<file path="src/design/emt_pkg.sv">
package emt_pkg;

  // Data and coefficient formats
  localparam int D_W         = 24;          // Q16.8 coordinates, angle units
  localparam int ALPHA_W     = 17;          // Q0.16 weight, one bit of headroom for 1.0
  localparam int ALPHA_SHIFT = 16;
  localparam int ALPHA_ONE   = 1 << ALPHA_SHIFT;
  localparam int ANG_W       = 17;          // wrapped angle
  localparam int ANGLE_TURN  = 92160;       // 360 degrees in Q.8

  // Reset weights: 1.0 for position/angle, 0.08 for the derivative stages
  localparam logic [ALPHA_W-1:0] POS_ALPHA_RST = ALPHA_W'(ALPHA_ONE);
  localparam logic [ALPHA_W-1:0] DER_ALPHA_RST = ALPHA_W'(5243);

  // Configuration port
  localparam int CFG_AW = 3;

  // EMA datapath widths
  localparam int N_W    = D_W + 2;             // EMA operands
  localparam int DIFF_W = N_W + 1;
  localparam int PROD_W = DIFF_W + ALPHA_W + 1;
  localparam int EW     = D_W + 4;             // EMA result before saturation

  // One turn = 2^TURN_SHIFT * TURN_ODD
  localparam int TURN_SHIFT = 11;
  localparam int TURN_ODD   = ANGLE_TURN >> TURN_SHIFT;
  localparam int Q_W        = D_W - TURN_SHIFT;
  localparam int Q_BIAS     = TURN_ODD * ((1 << (Q_W - 1)) / TURN_ODD + 1);
  localparam int U_W        = Q_W + 1;
  localparam int RECIP      = (1 << 16) / TURN_ODD;
  localparam int RECIP_W    = $clog2(RECIP + 1);
  localparam int RO_W       = ANG_W - TURN_SHIFT;
  localparam int AD_W       = ANG_W + 2;

  typedef enum logic [1:0] {
    CNT_NONE,
    CNT_ONE,
    CNT_MANY
  } cnt_t;

  typedef struct packed {
    logic signed [D_W-1:0] meas_x;
    logic signed [D_W-1:0] meas_y;
    logic signed [D_W-1:0] meas_angle;
  } meas_t;

  typedef struct packed {
    logic signed [D_W-1:0] filt_x;
    logic signed [D_W-1:0] filt_y;
    logic signed [D_W-1:0] filt_angle;
    logic signed [D_W-1:0] vel_x;
    logic signed [D_W-1:0] vel_y;
    logic signed [D_W-1:0] vel_ang;
    logic signed [D_W-1:0] acc_x;
    logic signed [D_W-1:0] acc_y;
    logic signed [D_W-1:0] acc_ang;
    logic signed [D_W-1:0] pred_x;
    logic signed [D_W-1:0] pred_y;
    logic [ANG_W-1:0]      pred_angle;
  } result_t;

  typedef struct packed {
    logic [ALPHA_W-1:0] pos;
    logic [ALPHA_W-1:0] ang;
    logic [ALPHA_W-1:0] vel;
    logic [ALPHA_W-1:0] ang_vel;
    logic [ALPHA_W-1:0] acc;
    logic [ALPHA_W-1:0] ang_acc;
  } alpha_t;

  typedef struct packed {
    logic signed [D_W-1:0] x;
    logic signed [D_W-1:0] y;
    logic [ANG_W-1:0]      ang;
  } raw_t;

  typedef struct packed {
    raw_t                  raw;
    logic signed [D_W-1:0] rv_x;
    logic signed [D_W-1:0] rv_y;
    logic signed [D_W-1:0] rv_ang;
    logic signed [D_W:0]   da_x;
    logic signed [D_W:0]   da_y;
    logic signed [D_W:0]   da_ang;
    cnt_t                  cnt;
  } diff_t;

  typedef struct packed {
    logic signed [D_W-1:0] fx;
    logic signed [D_W-1:0] fy;
    logic signed [D_W-1:0] fa;
    logic signed [D_W-1:0] vx;
    logic signed [D_W-1:0] vy;
    logic signed [D_W-1:0] va;
    logic signed [D_W-1:0] ax;
    logic signed [D_W-1:0] ay;
    logic signed [D_W-1:0] aa;
  } filt_t;

  // Saturate an EMA-width value to the data width
  function automatic logic signed [D_W-1:0] sat_d(input logic signed [EW-1:0] v);
    if (v[EW-1:D_W-1] == {(EW-D_W+1){v[EW-1]}}) begin
      return v[D_W-1:0];
    end
    return v[EW-1] ? {1'b1, {(D_W-1){1'b0}}} : {1'b0, {(D_W-1){1'b1}}};
  endfunction

  // v mod ANGLE_TURN into [0, turn): low bits pass, the odd factor goes
  // through a reciprocal multiply with one correction step
  function automatic logic [ANG_W-1:0] wrap_turn(input logic signed [D_W-1:0] v);
    logic signed [Q_W-1:0]    q;
    logic [U_W-1:0]           u;
    logic [U_W+RECIP_W-1:0]   prod;
    logic [U_W-1:0]           qe;
    logic [U_W-1:0]           r;
    q    = v[D_W-1:TURN_SHIFT];
    u    = U_W'(int'(q) + Q_BIAS);
    prod = u * RECIP_W'(RECIP);
    qe   = U_W'(prod >> 16);
    r    = u - U_W'(int'(qe) * TURN_ODD);
    if (r >= U_W'(TURN_ODD)) begin
      r = r - U_W'(TURN_ODD);
    end
    return {r[RO_W-1:0], v[TURN_SHIFT-1:0]};
  endfunction

  // Shortest signed difference, in (-turn/2, turn/2]
  function automatic logic signed [D_W-1:0] ang_diff(input logic [ANG_W-1:0] from_a,
                                                     input logic [ANG_W-1:0] to_a);
    logic signed [AD_W-1:0] d;
    d = $signed(AD_W'(to_a)) - $signed(AD_W'(from_a));
    if (2 * int'(d) > ANGLE_TURN) begin
      d = d - $signed(AD_W'(ANGLE_TURN));
    end else if (2 * int'(d) <= -ANGLE_TURN) begin
      d = d + $signed(AD_W'(ANGLE_TURN));
    end
    return D_W'(d);
  endfunction

  // o + round_half_up(a * (n - o) / ONE), weight clamped to 1.0
  function automatic logic signed [EW-1:0] ema(input logic [ALPHA_W-1:0] alpha,
                                               input logic signed [N_W-1:0] nv,
                                               input logic signed [N_W-1:0] ov);
    logic [ALPHA_W-1:0]        a;
    logic signed [DIFF_W-1:0]  diff;
    logic signed [PROD_W-1:0]  prod;
    logic signed [EW-1:0]      step;
    a    = (alpha > ALPHA_W'(ALPHA_ONE)) ? ALPHA_W'(ALPHA_ONE) : alpha;
    diff = DIFF_W'(nv) - DIFF_W'(ov);
    prod = $signed({1'b0, a}) * diff;
    prod = prod + $signed(PROD_W'(ALPHA_ONE / 2));
    step = EW'(prod >>> ALPHA_SHIFT);
    return EW'(ov) + step;
  endfunction

endpackage

</file>
<file path="src/design/emt_diff.sv">
module emt_diff (
  input  logic          clk,
  input  logic          rst_n,
  input  logic          load,
  input  emt_pkg::raw_t raw_i,
  output emt_pkg::diff_t diff_o
);
  import emt_pkg::*;

  // diff_r doubles as the raw history: last raw sample and raw velocity
  diff_t diff_r, diff_nxt;
  cnt_t  cnt_r, cnt_nxt;

  always_comb begin
    diff_nxt     = '0;
    diff_nxt.raw = raw_i;
    diff_nxt.cnt = cnt_r;
    if (cnt_r != CNT_NONE) begin
      diff_nxt.rv_x   = sat_d(EW'(raw_i.x) - EW'(diff_r.raw.x));
      diff_nxt.rv_y   = sat_d(EW'(raw_i.y) - EW'(diff_r.raw.y));
      diff_nxt.rv_ang = ang_diff(diff_r.raw.ang, raw_i.ang);
    end
    diff_nxt.da_x   = (D_W+1)'(diff_nxt.rv_x) - (D_W+1)'(diff_r.rv_x);
    diff_nxt.da_y   = (D_W+1)'(diff_nxt.rv_y) - (D_W+1)'(diff_r.rv_y);
    diff_nxt.da_ang = (D_W+1)'(diff_nxt.rv_ang) - (D_W+1)'(diff_r.rv_ang);

    case (cnt_r)
      CNT_NONE: cnt_nxt = CNT_ONE;
      CNT_ONE:  cnt_nxt = CNT_MANY;
      default:  cnt_nxt = CNT_MANY;
    endcase
  end

  always_ff @(posedge clk) begin
    if (!rst_n) begin
      cnt_r  <= CNT_NONE;
      diff_r <= '0;
    end else if (load) begin
      cnt_r  <= cnt_nxt;
      diff_r <= diff_nxt;
    end
  end

  assign diff_o = diff_r;

endmodule

</file>
<file path="config.mk">
export PLATFORM = sky130hd
export DESIGN_NAME = emt_diff
export DESIGN_NICKNAME = d
export VERILOG_FILES = /design/src/design/emt_pkg.sv /design/src/design/emt_diff.sv
export SDC_FILE = /design/constraint.sdc
export NUM_CORES = 1
export LEC_CHECK = 0
export ABC_AREA = 0
export ABC_CLOCK_PERIOD_IN_PS = 11100
export BUFFER_PORTS_ARGS = -buffer_cell sky130_fd_sc_hd__buf_4
export CAP_MARGIN = 20
export CORE_MARGIN = 2
export CORE_UTILIZATION = 35
export DETAILED_ROUTE_END_ITERATION = 12
export GPL_TIMING_DRIVEN = 0
export SLEW_MARGIN = 20
export SYNTH_ARGS = -nofsm -noshare
export SYNTH_HDL_FRONTEND = slang
export SYNTH_SLANG_ARGS = --single-unit
</file>
<file path="constraint.sdc">
create_clock -name clk -period 11.1 [get_ports clk]
set_clock_uncertainty 0.2 [all_clocks]
set_input_delay 0.555 -clock clk [delete_from_list [all_inputs] [get_ports clk]]
set_output_delay 0.555 -clock clk [all_outputs]
set_load 0.01 [all_outputs]
</file>
==> metrics.csv <==
metric,value,unit
synthMuxAreaShare,0.0638,
gr-usage-all-layers,0.218,
postCtsResizedCells,0,
remaining_drc_errors,0,
h-tree-depth,1,
start_util,0.353,
die-area,44900,um^2
cts_root_buf,clkbuf_16,
vias,14400,
clkLatencyLatePin,0.57,ns
coreArea,42900,um^2
max_stage_delay,0.77,ns
outcome,finished clean,
hpwl,39700,um
numPortBuffers,280,
syn_avg_cell_area,7.87,um^2
p_per_area,179,nW/um^2
hold_end,diff_o[199],
yosysSeqAreaShare,0.279,
rows,76,
clock-sinks,211,
rr_startpoint,diff_o[202],
worstReg2RegEnd,diff_o[71],
critPathMaxFanout,10,
finalWorstSetupSlack,3.73,ns
worstPathRequired,11.33,ns
drtIter0Drc,699,
rsz0062_at_grt,no,
numCtsBuffers,27,
detail-route-antenna-nets,0,
setup_viol,0,
cts_tree,done,
instances_no_fill,2838,
mostFrequentLayoutCell,buf_4,
drt-total-wl,50200,um
overflow,0,
cts_buffer_depth,3,
fin_nets,2441,
crit_type,flip-flop to flip-flop,
ys_warn_count,0,
r2r_cells,25,
grt_max_degree,14,
dp.cells,2788,
multi_input_area,9970,um^2
maxSlewViolCount,0,
syn_area,15100,um^2
crit_buf_inv,3,
grt_pass1_vias,13800,
worstPathArrival,7.59,ns
gp_congestion,0.889,
area_delta_synth_final,25.3,%
drtPass1Iterations,5,
synth-xor-area-share,0.0509,
p_total,3.40,mW
die_h,212,um
synth_top_family_by_area,simple AND/OR/NAND/NOR gates,
antenna_found_initial,1,
hp-class,input pin to flip-flop,
ir_drop,0.000115,V
fill_cells,4341,
maxCapViolCount,0,
fin_crit,7.37,ns
viasPerCell,5.09,
hold_start,raw_i[50],
holdWs,0.0603,ns
clk_pin_slew_worst_paths,0.06,ns
synth_cell_types,81,
holdPathStages,3,
syn_inst,1923,
fmax,136,MHz
grt_pass1_wl,76500,um
yosys.area_share.simple,0.216,
leakage,8.30,nW
dp_slack,3.53,ns
final.setup.tns,0,ns
end_kind,flip-flop,
synth_edf_count,0,
wl_per_cell,17.7,um
period_share,0.664,
synth_compound_area_frac,0.209,
worst_pin_slew,1.12,ns
die_width,212,um
synthArstFlopShare,0,
rrSetupSlack,3.73,ns
hold_violations,0,
io_pins,282,
synthAdderAreaFrac,0.120,
ys_ff_latch,211,
post-cts-setup-buffers,0,
final_cell_mix,"buf_4 (285), dfxtp_1 (211), nor2_1 (188)",
cp-startpoint,diff_o[202],
slew_headroom,0.256,
crit_top_cell,a21oi_1,
synth_flop_cell,dfxtp_1,
critPathSlowestCell,o41ai_1,
cts_hold_buf,0,
cp-start-kind,flip-flop,
drive_gt1_frac,0.164,
syn_nets,2132,
path_delay_family,compound AO/OA/AOI/OAI gates,
regArea,4220,um^2
[layer usage]
metal  wire (um)  global-route usage  share of wire  vias to the layer above
met5           0             0.00111              0                        -
met4        1630              0.0675          0.032                        0
met3        3730              0.0553          0.074                       76
met2       22800               0.364           0.45                      403
met1       22000               0.276           0.44                     6668
li1            -                   -              -                     7292
[Yosys cell counts (all sizes together) (18+ instances only)]
cell      n  area (um^2)
a211oi   18          140
a21o     43          330
a21oi   115          576
a31oi    21          146
and3     18          113
buf      23          114
clkbuf   55          206
dfxtp   211         4220
ha      135         1690
inv     164          616
mux2i    92          921
nand2   149          559
nand2b   26          163
nand3    32          160
nor2    188          706
nor2b   134          838
nor3     51          255
o21a     33          248
o21ai   137          697
xnor2    54          480
xor2     31          290
[where the power goes]
group          internal [mW]  total, mW  switching (mW)  leakage [nW]
clock                  0.623      0.990           0.367         0.489
combinational          0.636       1.47           0.832          6.08
sequential             0.863      0.944          0.0809          1.73
total                   2.12       3.40            1.28          8.30
[per-stage QoR]
stage                     utilization  instance area, um^2
after CTS                       0.442                19000
after global placement          0.419                18000
final                           0.442                19000
after floorplan                     -                15100
after global routing            0.442                19000
after detailed placement        0.419                18000
[final cells by class]
cell class / count / area share
buffer: 78 / 0.0170
clock buffer: 37 / 0.0408
timing repair buffer: 280 / 0.111
inverter: 165 / 0.0327
sequential: 211 / 0.223
multi-input combinational: 1469 / 0.526
tap: 585 / 0.0386
antenna: 1 / 0.000132
clock inverter: 12 / 0.0113
[tightest hold or removal path, delay by kind of cell]
family | cells | cell delay, ns
and+or+nand+nor | 1 | 0.09
muxes | 1 | 0.06
buffers and inverters | 1 | 0.08
[registers in the layout, summed over array words and instances (netlist names)]
signal,cells
diff_o,209
cnt_r,2
[cell families after synthesis]
family          after synthesis
flops                       211
simple gates                666
buf+inv                     243
fa+ha+maj                   141
mux                          96
xor+xnor                     85
compound gates              481
[worst max path at each step]
| stage | to | slack, ns | cells after the start |
|---|---|---|---|
| after floorplan | diff_o[75] | 5.31 | 26 |
| after global placement | diff_o[71] | 3.57 | 27 |
| after detailed placement | diff_o[71] | 3.53 | 27 |
| after CTS | diff_o[71] | 3.81 | 25 |
| after global routing | diff_o[71] | 3.07 | 25 |
| final | diff_o[71] | 3.73 | 25 |
(Power assumes the default switching activity.)
